File: src/rtl/core/tea_variant_block_cipher_unit_defines.svh
// Assertion macros shared by the cipher RTL.
// No dependencies; included by files that carry assertions.
`ifndef TEA_VARIANT_BLOCK_CIPHER_UNIT_DEFINES_SVH
`define TEA_VARIANT_BLOCK_CIPHER_UNIT_DEFINES_SVH

`ifndef SYNTHESIS
// same-cycle implication
`define TEA_ASSERT_NOW(lbl, clk, rst, ante, cons) \
   lbl: assert property (@(posedge clk) disable iff (rst) (ante) |-> (cons)) \
      else $error("assertion failed: same-cycle check");
// next-cycle implication
`define TEA_ASSERT_NEXT(lbl, clk, rst, ante, cons) \
   lbl: assert property (@(posedge clk) disable iff (rst) (ante) |=> (cons)) \
      else $error("assertion failed: next-cycle check");
`else
`define TEA_ASSERT_NOW(lbl, clk, rst, ante, cons)
`define TEA_ASSERT_NEXT(lbl, clk, rst, ante, cons)
`endif

`endif

File: src/rtl/core/tea_pkg.sv
// Shared types, constants and half-round mix functions for the cipher.
// No dependencies.
package tea_pkg;

   localparam int unsigned WordWidth     = 32;
   localparam int unsigned RoundWidth    = 7;
   localparam int unsigned CsrIndexWidth = 3;

   localparam logic [WordWidth-1:0]  TEA_DELTA    = 32'h9e3779b9;
   localparam logic [RoundWidth-1:0] ROUNDS_RESET = 7'd32;

   localparam logic [CsrIndexWidth-1:0] CSR_KEY0   = 3'd0;
   localparam logic [CsrIndexWidth-1:0] CSR_KEY1   = 3'd1;
   localparam logic [CsrIndexWidth-1:0] CSR_KEY2   = 3'd2;
   localparam logic [CsrIndexWidth-1:0] CSR_KEY3   = 3'd3;
   localparam logic [CsrIndexWidth-1:0] CSR_ROUNDS = 3'd4;

   typedef logic [WordWidth-1:0] tea_word_type;

   typedef struct packed {
      tea_word_type k0;
      tea_word_type k1;
      tea_word_type k2;
      tea_word_type k3;
   } tea_key_type;

   typedef struct packed {
      tea_key_type           key;
      logic [RoundWidth-1:0] rounds;
   } tea_cfg_type;

   typedef enum logic [1:0] {
      S_IDLE,
      S_RUN,
      S_DONE
   } tea_state_type;

   function automatic tea_word_type mix_first(tea_word_type x, tea_word_type s,
                                              tea_key_type k);
      return ((x << 4) + k.k0) ^ (x + s) ^ ((x >> 5) + k.k1);
   endfunction

   // variant: key word 2 is XORed, not added
   function automatic tea_word_type mix_second(tea_word_type x, tea_word_type s,
                                               tea_key_type k);
      return ((x << 4) ^ k.k2) ^ (x + s) ^ ((x >> 5) + k.k3);
   endfunction

endpackage

File: src/rtl/core/tea_req_if.sv
// Request channel: valid/ready plus one input block and the operation select.
// Depends on tea_pkg.
interface tea_req_if;
   logic                 valid;
   logic                 ready;
   logic                 func;
   tea_pkg::tea_word_type block_lo;
   tea_pkg::tea_word_type block_hi;

   modport source (output valid, func, block_lo, block_hi, input ready);
   modport sink   (input valid, func, block_lo, block_hi, output ready);
endinterface

File: src/rtl/core/tea_rsp_if.sv
// Response channel: valid/ready plus one result block.
// Depends on tea_pkg.
interface tea_rsp_if;
   logic                 valid;
   logic                 ready;
   tea_pkg::tea_word_type result_lo;
   tea_pkg::tea_word_type result_hi;

   modport source (output valid, result_lo, result_hi, input ready);
   modport sink   (input valid, result_lo, result_hi, output ready);
endinterface

File: src/rtl/core/tea_round.sv
// Shared round unit: one full Feistel round (two half-rounds), either direction.
// Depends on tea_pkg.
module tea_round (
   input  logic                  decrypt,
   input  tea_pkg::tea_word_type v0,
   input  tea_pkg::tea_word_type v1,
   input  tea_pkg::tea_word_type sum,
   input  tea_pkg::tea_key_type  key,
   output tea_pkg::tea_word_type v0_out,
   output tea_pkg::tea_word_type v1_out
);
   import tea_pkg::*;

   tea_word_type enc_v0;
   tea_word_type dec_v1;

   assign enc_v0 = v0 + mix_first(v1, sum, key);
   assign dec_v1 = v1 - mix_second(v0, sum, key);

   always_comb begin
      if (decrypt) begin
         v1_out = dec_v1;
         v0_out = v0 - mix_first(dec_v1, sum, key);
      end else begin
         v0_out = enc_v0;
         v1_out = v1 + mix_second(enc_v0, sum, key);
      end
   end
endmodule

File: src/rtl/core/tea_seq.sv
// Round sequencer: block and sum registers, round counter, output register.
// Depends on tea_pkg, tea_req_if, tea_rsp_if, tea_round and the defines header.
`include "tea_variant_block_cipher_unit_defines.svh"

module tea_seq (
   input  logic                 clock,
   input  logic                 reset,
   input  tea_pkg::tea_cfg_type cfg,
   tea_req_if.sink              req_ch,
   tea_rsp_if.source            rsp_ch
);
   import tea_pkg::*;

   tea_state_type         state_ff, state_in;
   logic [RoundWidth-1:0] cnt_ff, cnt_in;
   tea_word_type          sum_ff, sum_in;
   logic                  dec_ff, dec_in;
   tea_word_type          v0_ff, v0_in, v1_ff, v1_in;
   logic                  rsp_valid_ff, rsp_valid_in;
   tea_word_type          res_lo_ff, res_lo_in, res_hi_ff, res_hi_in;

   tea_word_type start_sum;
   tea_word_type r_v0, r_v1;
   logic         out_free;
   logic         out_load;

   // decrypt starts at rounds * delta mod 2^32
   assign start_sum = {{(WordWidth-RoundWidth){1'b0}}, cfg.rounds} * TEA_DELTA;
   assign out_free  = !rsp_valid_ff || rsp_ch.ready;

   tea_round u_round (
      .decrypt (dec_ff),
      .v0      (v0_ff),
      .v1      (v1_ff),
      .sum     (sum_ff),
      .key     (cfg.key),
      .v0_out  (r_v0),
      .v1_out  (r_v1)
   );

   assign req_ch.ready     = (state_ff == S_IDLE);
   assign rsp_ch.valid     = rsp_valid_ff;
   assign rsp_ch.result_lo = res_lo_ff;
   assign rsp_ch.result_hi = res_hi_ff;

   always_comb begin
      state_in     = state_ff;
      cnt_in       = cnt_ff;
      sum_in       = sum_ff;
      dec_in       = dec_ff;
      v0_in        = v0_ff;
      v1_in        = v1_ff;
      res_lo_in    = res_lo_ff;
      res_hi_in    = res_hi_ff;
      out_load     = 1'b0;
      rsp_valid_in = rsp_valid_ff && !rsp_ch.ready;

      unique case (state_ff)
         S_IDLE: begin
            if (req_ch.valid) begin
               dec_in = req_ch.func;
               v0_in  = req_ch.block_lo;
               v1_in  = req_ch.block_hi;
               cnt_in = cfg.rounds;
               sum_in = req_ch.func ? start_sum : TEA_DELTA;
               state_in = (cfg.rounds == '0) ? S_DONE : S_RUN;
            end
         end
         S_RUN: begin
            if (cnt_ff == RoundWidth'(1)) begin
               // last round goes straight to the output register
               if (out_free) begin
                  out_load  = 1'b1;
                  res_lo_in = r_v0;
                  res_hi_in = r_v1;
                  state_in  = S_IDLE;
               end
            end else begin
               v0_in  = r_v0;
               v1_in  = r_v1;
               sum_in = dec_ff ? (sum_ff - TEA_DELTA) : (sum_ff + TEA_DELTA);
               cnt_in = cnt_ff - RoundWidth'(1);
            end
         end
         S_DONE: begin
            // zero rounds: item passes through unchanged
            if (out_free) begin
               out_load  = 1'b1;
               res_lo_in = v0_ff;
               res_hi_in = v1_ff;
               state_in  = S_IDLE;
            end
         end
         default: state_in = S_IDLE;
      endcase

      if (out_load) rsp_valid_in = 1'b1;
   end

   always_ff @(posedge clock) begin
      if (reset) begin
         state_ff     <= S_IDLE;
         rsp_valid_ff <= 1'b0;
         cnt_ff       <= '0;
      end else begin
         state_ff     <= state_in;
         rsp_valid_ff <= rsp_valid_in;
         cnt_ff       <= cnt_in;
      end
   end

   always_ff @(posedge clock) begin
      sum_ff    <= sum_in;
      dec_ff    <= dec_in;
      v0_ff     <= v0_in;
      v1_ff     <= v1_in;
      res_lo_ff <= res_lo_in;
      res_hi_ff <= res_hi_in;
   end

   `TEA_ASSERT_NEXT(a_start_run, clock, reset, req_ch.valid && req_ch.ready && cfg.rounds != '0, state_ff == S_RUN && cnt_ff == $past(cfg.rounds))
   `TEA_ASSERT_NOW(a_run_cnt_nonzero, clock, reset, state_ff == S_RUN, cnt_ff != '0)
   `TEA_ASSERT_NOW(a_rsp_from_work, clock, reset, $rose(rsp_valid_ff), $past(state_ff) != S_IDLE)
   `TEA_ASSERT_NEXT(a_load_then_idle, clock, reset, out_load, state_ff == S_IDLE && rsp_valid_ff)
endmodule

File: src/rtl/core/tea_variant_block_cipher_unit.sv
// Top level of the TEA-variant block cipher: register file and round sequencer.
// Depends on tea_pkg, tea_req_if, tea_rsp_if and tea_seq.
//
//   channel   dir   handshake        payload
//   req_ch    in    valid / ready    func, block_lo, block_hi
//   rsp_ch    out   valid / ready    result_lo, result_hi
//   csr_*     in    csr_we           csr_index, csr_wdata (no read-back)
//
// An item runs from accept to the result register one round per cycle in the
// shared round unit, holding at the final round while the output register is
// full; a count of zero passes the item through unchanged.
// Reset is synchronous: keys clear to zero, round_count returns to 32.
// req_ch.ready is low while an item is in work; a stalled result holds
// the final round until the output register frees up.
module tea_variant_block_cipher_unit (
   input  logic                               clock,
   input  logic                               reset,
   tea_req_if.sink                            req_ch,
   tea_rsp_if.source                          rsp_ch,
   input  logic                               csr_we,
   input  logic [tea_pkg::CsrIndexWidth-1:0]  csr_index,
   input  tea_pkg::tea_word_type              csr_wdata
);
   import tea_pkg::*;

   tea_cfg_type cfg_ff, cfg_in;

   always_comb begin
      cfg_in = cfg_ff;
      if (csr_we) begin
         unique case (csr_index)
            CSR_KEY0:   cfg_in.key.k0 = csr_wdata;
            CSR_KEY1:   cfg_in.key.k1 = csr_wdata;
            CSR_KEY2:   cfg_in.key.k2 = csr_wdata;
            CSR_KEY3:   cfg_in.key.k3 = csr_wdata;
            CSR_ROUNDS: cfg_in.rounds = csr_wdata[RoundWidth-1:0];
            default:    cfg_in = cfg_ff;
         endcase
      end
   end

   always_ff @(posedge clock) begin
      if (reset) begin
         cfg_ff.key    <= '0;
         cfg_ff.rounds <= ROUNDS_RESET;
      end else begin
         cfg_ff <= cfg_in;
      end
   end

   tea_seq u_seq (
      .clock  (clock),
      .reset  (reset),
      .cfg    (cfg_ff),
      .req_ch (req_ch),
      .rsp_ch (rsp_ch)
   );
endmodule

File: src/flat_wrapper.sv
// flat-port wrapper written by rule: the top's interface ports become plain ports
module tea_variant_block_cipher_unit_flat import tea_pkg::*;
  (clock, reset, csr_we, csr_index, csr_wdata, req_ch_valid, req_ch_func, req_ch_block_lo, req_ch_block_hi, req_ch_ready, rsp_ch_valid, rsp_ch_result_lo, rsp_ch_result_hi, rsp_ch_ready);
  tea_req_if req_ch_i ();
  tea_rsp_if rsp_ch_i ();
  input  logic clock;
  input  logic reset;
  input  logic csr_we;
  input  logic [tea_pkg::CsrIndexWidth-1:0] csr_index;
  input  tea_pkg::tea_word_type csr_wdata;
  input wire logic [$bits(req_ch_i.valid)-1:0] req_ch_valid;
  input wire logic [$bits(req_ch_i.func)-1:0] req_ch_func;
  input wire logic [$bits(req_ch_i.block_lo)-1:0] req_ch_block_lo;
  input wire logic [$bits(req_ch_i.block_hi)-1:0] req_ch_block_hi;
  output wire logic [$bits(req_ch_i.ready)-1:0] req_ch_ready;
  output wire logic [$bits(rsp_ch_i.valid)-1:0] rsp_ch_valid;
  output wire logic [$bits(rsp_ch_i.result_lo)-1:0] rsp_ch_result_lo;
  output wire logic [$bits(rsp_ch_i.result_hi)-1:0] rsp_ch_result_hi;
  input wire logic [$bits(rsp_ch_i.ready)-1:0] rsp_ch_ready;
  assign req_ch_i.valid = req_ch_valid;
  assign req_ch_i.func = req_ch_func;
  assign req_ch_i.block_lo = req_ch_block_lo;
  assign req_ch_i.block_hi = req_ch_block_hi;
  assign req_ch_ready = req_ch_i.ready;
  assign rsp_ch_valid = rsp_ch_i.valid;
  assign rsp_ch_result_lo = rsp_ch_i.result_lo;
  assign rsp_ch_result_hi = rsp_ch_i.result_hi;
  assign rsp_ch_i.ready = rsp_ch_ready;
  tea_variant_block_cipher_unit u_core (.clock(clock), .reset(reset), .req_ch(req_ch_i), .rsp_ch(rsp_ch_i), .csr_we(csr_we), .csr_index(csr_index), .csr_wdata(csr_wdata));
endmodule
File: config.mk
export PLATFORM = sky130hd
export DESIGN_NAME = tea_variant_block_cipher_unit_flat
export DESIGN_NICKNAME = d
export VERILOG_FILES = /design/src/rtl/core/tea_pkg.sv /design/src/rtl/core/tea_req_if.sv /design/src/rtl/core/tea_rsp_if.sv /design/src/rtl/core/tea_round.sv /design/src/rtl/core/tea_seq.sv /design/src/rtl/core/tea_variant_block_cipher_unit.sv /design/src/flat_wrapper.sv
export VERILOG_INCLUDE_DIRS = /design/src /design/src/rtl/core
export SDC_FILE = /design/constraint.sdc
export NUM_CORES = 2
export LEC_CHECK = 0
export BUFFER_PORTS_ARGS = -buffer_cell sky130_fd_sc_hd__buf_4
export CORE_UTILIZATION = 25
export CTS_CLUSTER_DIAMETER = 80
export CTS_CLUSTER_SIZE = 14
export DETAILED_ROUTE_END_ITERATION = 8
export PLACE_DENSITY = 0.49
export REMOVE_ABC_BUFFERS = 1
export SLEW_MARGIN = 40
export SYNTH_ARGS = -nofsm -noshare
export SYNTH_HDL_FRONTEND = slang
export SYNTH_SLANG_ARGS = --single-unit
File: constraint.sdc
create_clock -name clock -period 11.25 [get_ports clock]
set_clock_uncertainty 0.1 [all_clocks]
set_input_delay 0 -clock clock [delete_from_list [all_inputs] [get_ports clock]]
set_output_delay 0 -clock clock [all_outputs]
set_load 0.02 [all_outputs]
# Word level (Yosys, flattened, before mapping)

Cells that the tools add are included.

$add $sub $neg: 17
Multiply operators: 1
Eq/ne operators: 12
Muxes and demuxes: 33
Bitwise operators: 10
Reductions and logical operators: 18

Operators by type and width:

| operator                 | number |
|---|---|
| $mux W32                 | 16 |
| $pmux W32 S2             | 5 |
| $xor A32 B32 Y32         | 10 |
| $add A32 B32 Y32         | 8 |
| $add A27 B32 Y32         | 4 |
| $sub A32 B32 Y32         | 2 |
| $add A32 B32 Y32 const B | 1 |
| $mul A7 B32 Y32 const B  | 1 |
| $sub A32 B32 Y32 const B | 1 |
| $mux W7                  | 2 |
| $pmux W7 S2              | 1 |
| $reduce_and A2 Y1        | 7 |
| $ne A2 B2 Y1 const B     | 5 |
| $mux W2                  | 4 |
| $eq A7 B1 Y1 const B     | 1 |
| $logic_not A7 Y1         | 1 |
| $sub A7 B1 Y7 const B    | 1 |
| $eq A3 B2 Y1 const B     | 2 |
| $pmux W2 S3              | 1 |
| $reduce_and A4 Y1        | 1 |
| $reduce_bool A2 Y1       | 2 |
| $eq A3 B1 Y1 const B     | 1 |
| $eq A3 B3 Y1 const B     | 1 |
| $logic_not A3 Y1         | 1 |
| 9 further kinds          | 12 |

Register bits: 306
Bits of input ports: 105
Output and inout bits: 66
Word-level logic and storage cells: 105

# Depth between registers and ports, before layout

Word-level depth: 12
Gate-level depth with buffers: 48
Depth with buffers taken out: 48

# By module

From an unflattened synthesis, not the netlist that was laid out.

Cells, all modules: 4538
Area total of the unflattened synthesis: 40073.4 um^2

Modules (own cells, without submodules):

| module                        | times used | cells each | area each (um^2) | sequential area each (um^2) |
|---|---|---|---|---|
| tea_round                     | 1          | 2991       | 22524.1          | 0.0 |
| tea_seq                       | 1          | 1069       | 12209.2          | 5034.8 |
| tea_variant_block_cipher_unit | 1          | 478        | 5340.1           | 2702.6 |

# Least setup slack after synthesis

OpenSTA, ideal clock, no wires.

Path kind: flip-flop to flip-flop
Start point: register u_core.u_seq.sum_ff[0]
End point: register u_core.u_seq.v1_ff[31], data pin
Setup time: 0.260 ns
Arrival: 9.149 ns
Required time: 10.890 ns
Path slack: 1.742 ns
Cell stages (with the launch flop): 46
Buffers on the path: 0
Clock period less this slack: 9.508 ns
Path through: edfxtp_1 > ha_1 > fa_1 > a21o_1 > a21o_1 > a21o_1 > a21o_1 > a21o_1 > a21oi_1 > o22ai_1 > o21a_1 > nor2_1 > xnor2_1 > ha_1 > inv_1 > nor2_1 > a221o_1 > a221o_1 > [... 10 more ...] > a21oi_1 > xnor2_1 > xnor2_1 > xnor2_1 > ha_1 > nand3_1 > nor2_1 > a221oi_1 > o21ai_0 > a21oi_1 > nor2_1 > a311oi_1 > o31ai_1 > o41ai_1 > xor3_1 > xnor3_1 > o21ai_2 > mux2_2

Longest elaborated chain between the ends: 11
Elaborated cells on any way between the ends: 17
Those cells by class: 7 x add/sub; 3 x mux; 7 x bitwise

Ends and longest elaborated chain:

| element                                              | RTL line        | source |
|---|---|---|
| start, declared                                      | tea_seq.sv:16   | `tea_word_type sum_ff, sum_in;` |
| start signal, assigned                               | tea_seq.sv:113  | `sum_ff <= sum_in;` |
| $add A32 B32 Y32                                     | tea_pkg.sv:40   | `return ((x << 4) + k.k0) ^ (x + s) ^ ((x >> 5) + k.k1);` |
| $xor A32 B32 Y32 (2 in a row)                        | tea_pkg.sv:40   |  |
| $add A32 B32 Y32                                     | tea_round.sv:17 | `assign enc_v0 = v0 + mix_first(v1, sum, key);` |
| $add A32 B32 Y32 or $xor A32 B32 Y32 (tied branches) | tea_pkg.sv:46   | `return ((x << 4) ^ k.k2) ^ (x + s) ^ ((x >> 5) + k.k3);` |
| $xor A32 B32 Y32 (2 in a row)                        | tea_pkg.sv:46   |  |
| $add A32 B32 Y32                                     | tea_round.sv:26 | `v1_out = v1 + mix_second(enc_v0, sum, key);` |
| $mux W32 (*)                                         | tea_round.sv:21 | `if (decrypt) begin` |
| $mux W32 (*)                                         | tea_seq.sv:70   | `if (cnt_ff == RoundWidth'(1)) begin` |
| $pmux W32 S2 (*)                                     | tea_seq.sv:58   | `unique case (state_ff)` |
| named net u_core.u_seq.v1_in[31]                     | tea_seq.sv:18   | `tea_word_type v0_ff, v0_in, v1_ff, v1_in;` |
| end signal, assigned                                 | tea_seq.sv:116  | `v1_ff <= v1_in;` |
| end, declared                                        | tea_seq.sv:18   |  |

Mark *: on every way through the listed nets, which the timed path passes. The rest lies on a longest branch. The select of a mux whose other input is x is not followed.
A chain may end at the register's enable or synchronous reset.

# Final worst setup path

Start point: register u_core.u_seq.v0_ff[5]
End point: register u_core.u_seq.res_lo_ff[30] (netlist: u_core.u_seq.rsp_ch.result_lo[30]), data pin

Longest elaborated chain between the ends: 12
Elaborated cells on any way between the ends: 17
Those cells by class: 8 x add/sub; 4 x mux; 5 x bitwise

Ends and longest elaborated chain:

| element                                              | RTL line        | source |
|---|---|---|
| start, declared                                      | tea_seq.sv:18   |  |
| start signal, assigned                               | tea_seq.sv:115  | `v0_ff <= v0_in;` |
| $add A32 B32 Y32 or $xor A32 B32 Y32 (tied branches) | tea_pkg.sv:46   |  |
| $xor A32 B32 Y32 (2 in a row)                        | tea_pkg.sv:46   |  |
| $sub A32 B32 Y32                                     | tea_round.sv:18 | `assign dec_v1 = v1 - mix_second(v0, sum, key);` |
| $add A32 B32 Y32                                     | tea_pkg.sv:40   |  |
| $xor A32 B32 Y32 (2 in a row)                        | tea_pkg.sv:40   |  |
| $sub A32 B32 Y32                                     | tea_round.sv:23 | `v0_out = v0 - mix_first(dec_v1, sum, key);` |
| $mux W32 (*)                                         | tea_round.sv:21 |  |
| $mux W32 (*)                                         | tea_seq.sv:72   | `if (out_free) begin` |
| $mux W32 (*)                                         | tea_seq.sv:70   |  |
| $pmux W32 S2 (*)                                     | tea_seq.sv:58   |  |
| named net u_core.u_seq.res_lo_in[30]                 | tea_seq.sv:20   | `tea_word_type res_lo_ff, res_lo_in, res_hi_ff, res_hi_in;` |
| end signal, assigned                                 | tea_seq.sv:117  | `res_lo_ff <= res_lo_in;` |
| end, declared                                        | tea_seq.sv:20   |  |

Marks and branches as above.

==> results.cfg <==
[place]
dp.cells = 6875
dpl.hpwl_um = 136000
numPortBuffers = 170
post-place-ws_ps = -128
finalWeightedCongestion = 0.971

[drt]
vias = 36472
drtAntennaViolNets = 0
drc_errors = 0
totalWireLength_um = 166000
detail_route.wl_per_cell_um = 23.6
drt-initial-drc-count = 3187
via_per_inst = 5.16
dr.pass1.iters = 5

[cts]
cts_made_buffers = 37
htreeDepth = 2
cts_root_buf = clkbuf_16
clock_path_buffers = 3
clk_pin_slew_worst_paths_ps = 70
cts_sinks = 306
cts_tree = built
clock_latency_ps = 620

[global_routing]
overflow = 0
antenna_found_initial = 18
grt_use_total_pct = 20.7
grt_pass1_wl_um = 238000
grt_pass1_vias = 35525
grt_max_degree = 74

[worst_setup_path]
worstPathMaxFanout = 5
cp.arrival_ps = 11070
worstPathBufferInverterCount = 1
slowest_stage = edfxtp_1
crit_path_frequent_cell = a21o_1
end_kind = flop
cp-start-kind = flop
cp_slowest_stage_delay_ps = 530
worstSetupPathType = reg -> reg
crit_family = compound AO/OA/AOI/OAI gates
critical_path_required_ps = 11510

[timing]
slew_headroom_pct = 41.0
period_minus_slack_ps = 10810
max_freq_mhz = 92.5
hold_viol_final = 0
slew_violations = 0
worst_pin_slew_ps = 872
min_period_over_period_pct = 96.1
setup_slack_ps = 440
finalSetupViolations = 0

[logic_synthesis]
syn_inst = 4644
synth_area_leaders = ha_1 (17%), xnor2_1 (14%), edfxtp_1 (13%)
synth_area_per_cell_um2 = 8.27
syn-cell-area_um2 = 38400
synth_sequential_area_ratio_pct = 20.1
synth_edf_count = 161
synth_flop_cell = edfxtp_1
async_reset_ff_share_pct = 0
ys_types = 90
synth_top_area_cell = ha_1
synth_top_cell_area_share_pct = 17.4
ys_seq_elements = 306
yosysWarnings = 0

[final_layout]
n_fill_cell = 16190
syn2layout_area_growth_pct = 18.3
final_util_pct = 29.9
nNetsFinal = 5703
drive_gt1_share_pct = 9.14
fin_cells = 7063

[floorplanning]
die_area_um2 = 155000
io_pins = 171
fp.coreArea_um2 = 152000
start_util_pct = 25.2
die_x_um = 394
rows = 143
die_h_um = 394

[worst_hold_path]
hp-class = in -> reg

[flow_run]
drv_cap = 0

[outcome]
status = finished clean
[path summary, 6_finish.rpt]
check | start | end | slack [ps] | depth (start not counted)
setup / recovery | u_core.u_seq.v0_ff[5]$_DFFE_PP_ | u_core.u_seq.rsp_ch.result_lo[30]$_DFFE_PP_ | 440 | 44
hold reg to reg | u_core.cfg_ff[102]$_SDFFE_PP0P_ | u_core.cfg_ff[102]$_SDFFE_PP0P_ | 370 | 2
hold / removal | req_ch_block_lo[30] | u_core.u_seq.v0_ff[30]$_DFFE_PP_ | 120 | 4
setup reg to reg | u_core.u_seq.v0_ff[5]$_DFFE_PP_ | u_core.u_seq.rsp_ch.result_lo[30]$_DFFE_PP_ | 440 | 44
[state kept, by name, summed over array words and instances, names as in the netlist]
| signal | cells |
|---|---|
| u_core.cfg_ff | 135 |
| u_core.u_seq.cnt_ff | 7 |
| u_core.u_seq.dec_ff | 1 |
| u_core.u_seq.rsp_ch.result_hi | 32 |
| u_core.u_seq.rsp_ch.result_lo | 32 |
| u_core.u_seq.rsp_ch.valid | 1 |
| u_core.u_seq.state_ff | 2 |
| u_core.u_seq.sum_ff | 32 |
| u_core.u_seq.v0_ff | 32 |
| u_core.u_seq.v1_ff | 32 |
[cells in the final DEF (no fill, tap or decap), types with 12 or more instances in the layout]
cell and count:
a211oi_1 32, a21boi_0 13, a21o_1 253, a21oi_1 578, a22oi_1 21, a31oi_1 47
and2_1 16, and3_1 27, buf_4 306, clkbuf_16 37, dfxtp_1 145, dlygate4sd3_1 111
edfxtp_1 161, fa_1 60, ha_1 533, inv_1 224, mux2_2 21, mux2i_1 26
nand2_1 482, nand2b_1 57, nand3_1 58, nand4_1 21, nor2_1 322, nor2b_1 42
nor3_1 41, o211ai_1 15, o21a_1 43, o21ai_0 184, o21ai_1 43, o21bai_1 59
o22ai_1 13, o31ai_1 21, or2_2 12, or3_1 14, xnor2_1 605, xor2_1 145
[tightest hold or removal path, delay by kind of cell]
| kind | cells | cell delay, ps |
|---|---|---|
| buffers and inverters | 2 | 640 |
| AOI/OAI and AO/OA | 1 | 60 |
| and+or+nand+nor | 1 | 40 |
[stage by stage]
stage | TNS [ps] | cell area (um2) | hold slack [ps]
2_1_floorplan | 0 | 38000 | -30.9
3_3_place_gp | -2930 | 42900 | 181
3_5_place_dp | -238 | 42900 | 188
4_1_cts | 0 | 45200 | 82.5
5_1_grt | -71.3 | 45500 | 121
6_report | 0 | 45500 | 125
[cells in the mapped netlist, types with 6 or more instances]
| cell type | instances |
|---|---|
| o22ai_1 | 14 |
| edfxtp_1 | 161 |
| a21boi_0 | 13 |
| fa_1 | 60 |
| o211ai_1 | 15 |
| o31ai_1 | 23 |
| nor3_1 | 41 |
| o21ai_0 | 189 |
| a211o_1 | 10 |
| xnor2_1 | 610 |
| nor2b_1 | 42 |
| a221o_1 | 10 |
| inv_1 | 225 |
| xor2_1 | 145 |
| o21ai_1 | 39 |
| nand3_1 | 58 |
| o21bai_1 | 59 |
| and4_1 | 9 |
| a2111oi_0 | 12 |
| mux2i_1 | 26 |
| o31a_1 | 10 |
| mux2_2 | 21 |
| a22oi_1 | 21 |
| nand2_1 | 482 |
| o2111ai_1 | 8 |
| o21a_1 | 43 |
| ha_1 | 535 |
| nand4_1 | 21 |
| and2_1 | 16 |
| a31oi_1 | 49 |
| nor2_1 | 326 |
| clkbuf_1 | 98 |
| a211oi_1 | 34 |
| a41oi_1 | 6 |
| a41o_1 | 7 |
| nand2b_1 | 57 |
| a21o_1 | 253 |
| o41ai_1 | 9 |
| or3_1 | 14 |
| a31o_2 | 7 |
| or2_2 | 13 |
| xnor3_1 | 7 |
| dfxtp_1 | 145 |
| a21oi_1 | 585 |
| and3_1 | 27 |
[timing repair]
action | CTS | global route
endpoints found under the hold margin | 210 | 0
pin swaps | 0 | 8
setup buffers | 1 | 5
setup endpoints to repair | 4 | 18
resized for setup | 1 | 28
hold buffers | 111 | 0
[kinds of logic (layout without fill, tap and decap cells)]
kind of cell	after synthesis	after routing	share of synthesized area (%)
AOI/OAI and AO/OA	1474	1474	24.1
xor gates and xnor gates	764	764	17.7
adders and majority gates	595	595	20.6
buffers and inverters	328	716	3.21
DFF	306	306	20.1
muxes	47	47	1.29
other	0	1	0
and+or+nand+nor	1130	1130	13.0
[routing by layer]
| layer | wire length, um | GRT usage [%] |
|---|---|---|
| met2 | 73700 | 33.2 |
| met3 | 10900 | 2.58 |
| met4 | 4570 | 5.32 |
| met1 | 77200 | 29.0 |
| met5 | 70 | 0 |
[final cells by class]
cell class	instances	area, um2	area share [%]
multi-input combinational	4010	29600	65.2
sequential	306	7740	17.0
timing repair buffer	422	3490	7.67
tap	2030	2540	5.59
clock buffer	47	973	2.14
inverter	226	851	1.87
clock inverter	21	223	0.490
antenna	1	2.50	0.00551
Power is left out: the tool's default activity adds up to more than one toggle a clock period on the data nets, which glitch-free logic cannot reach.
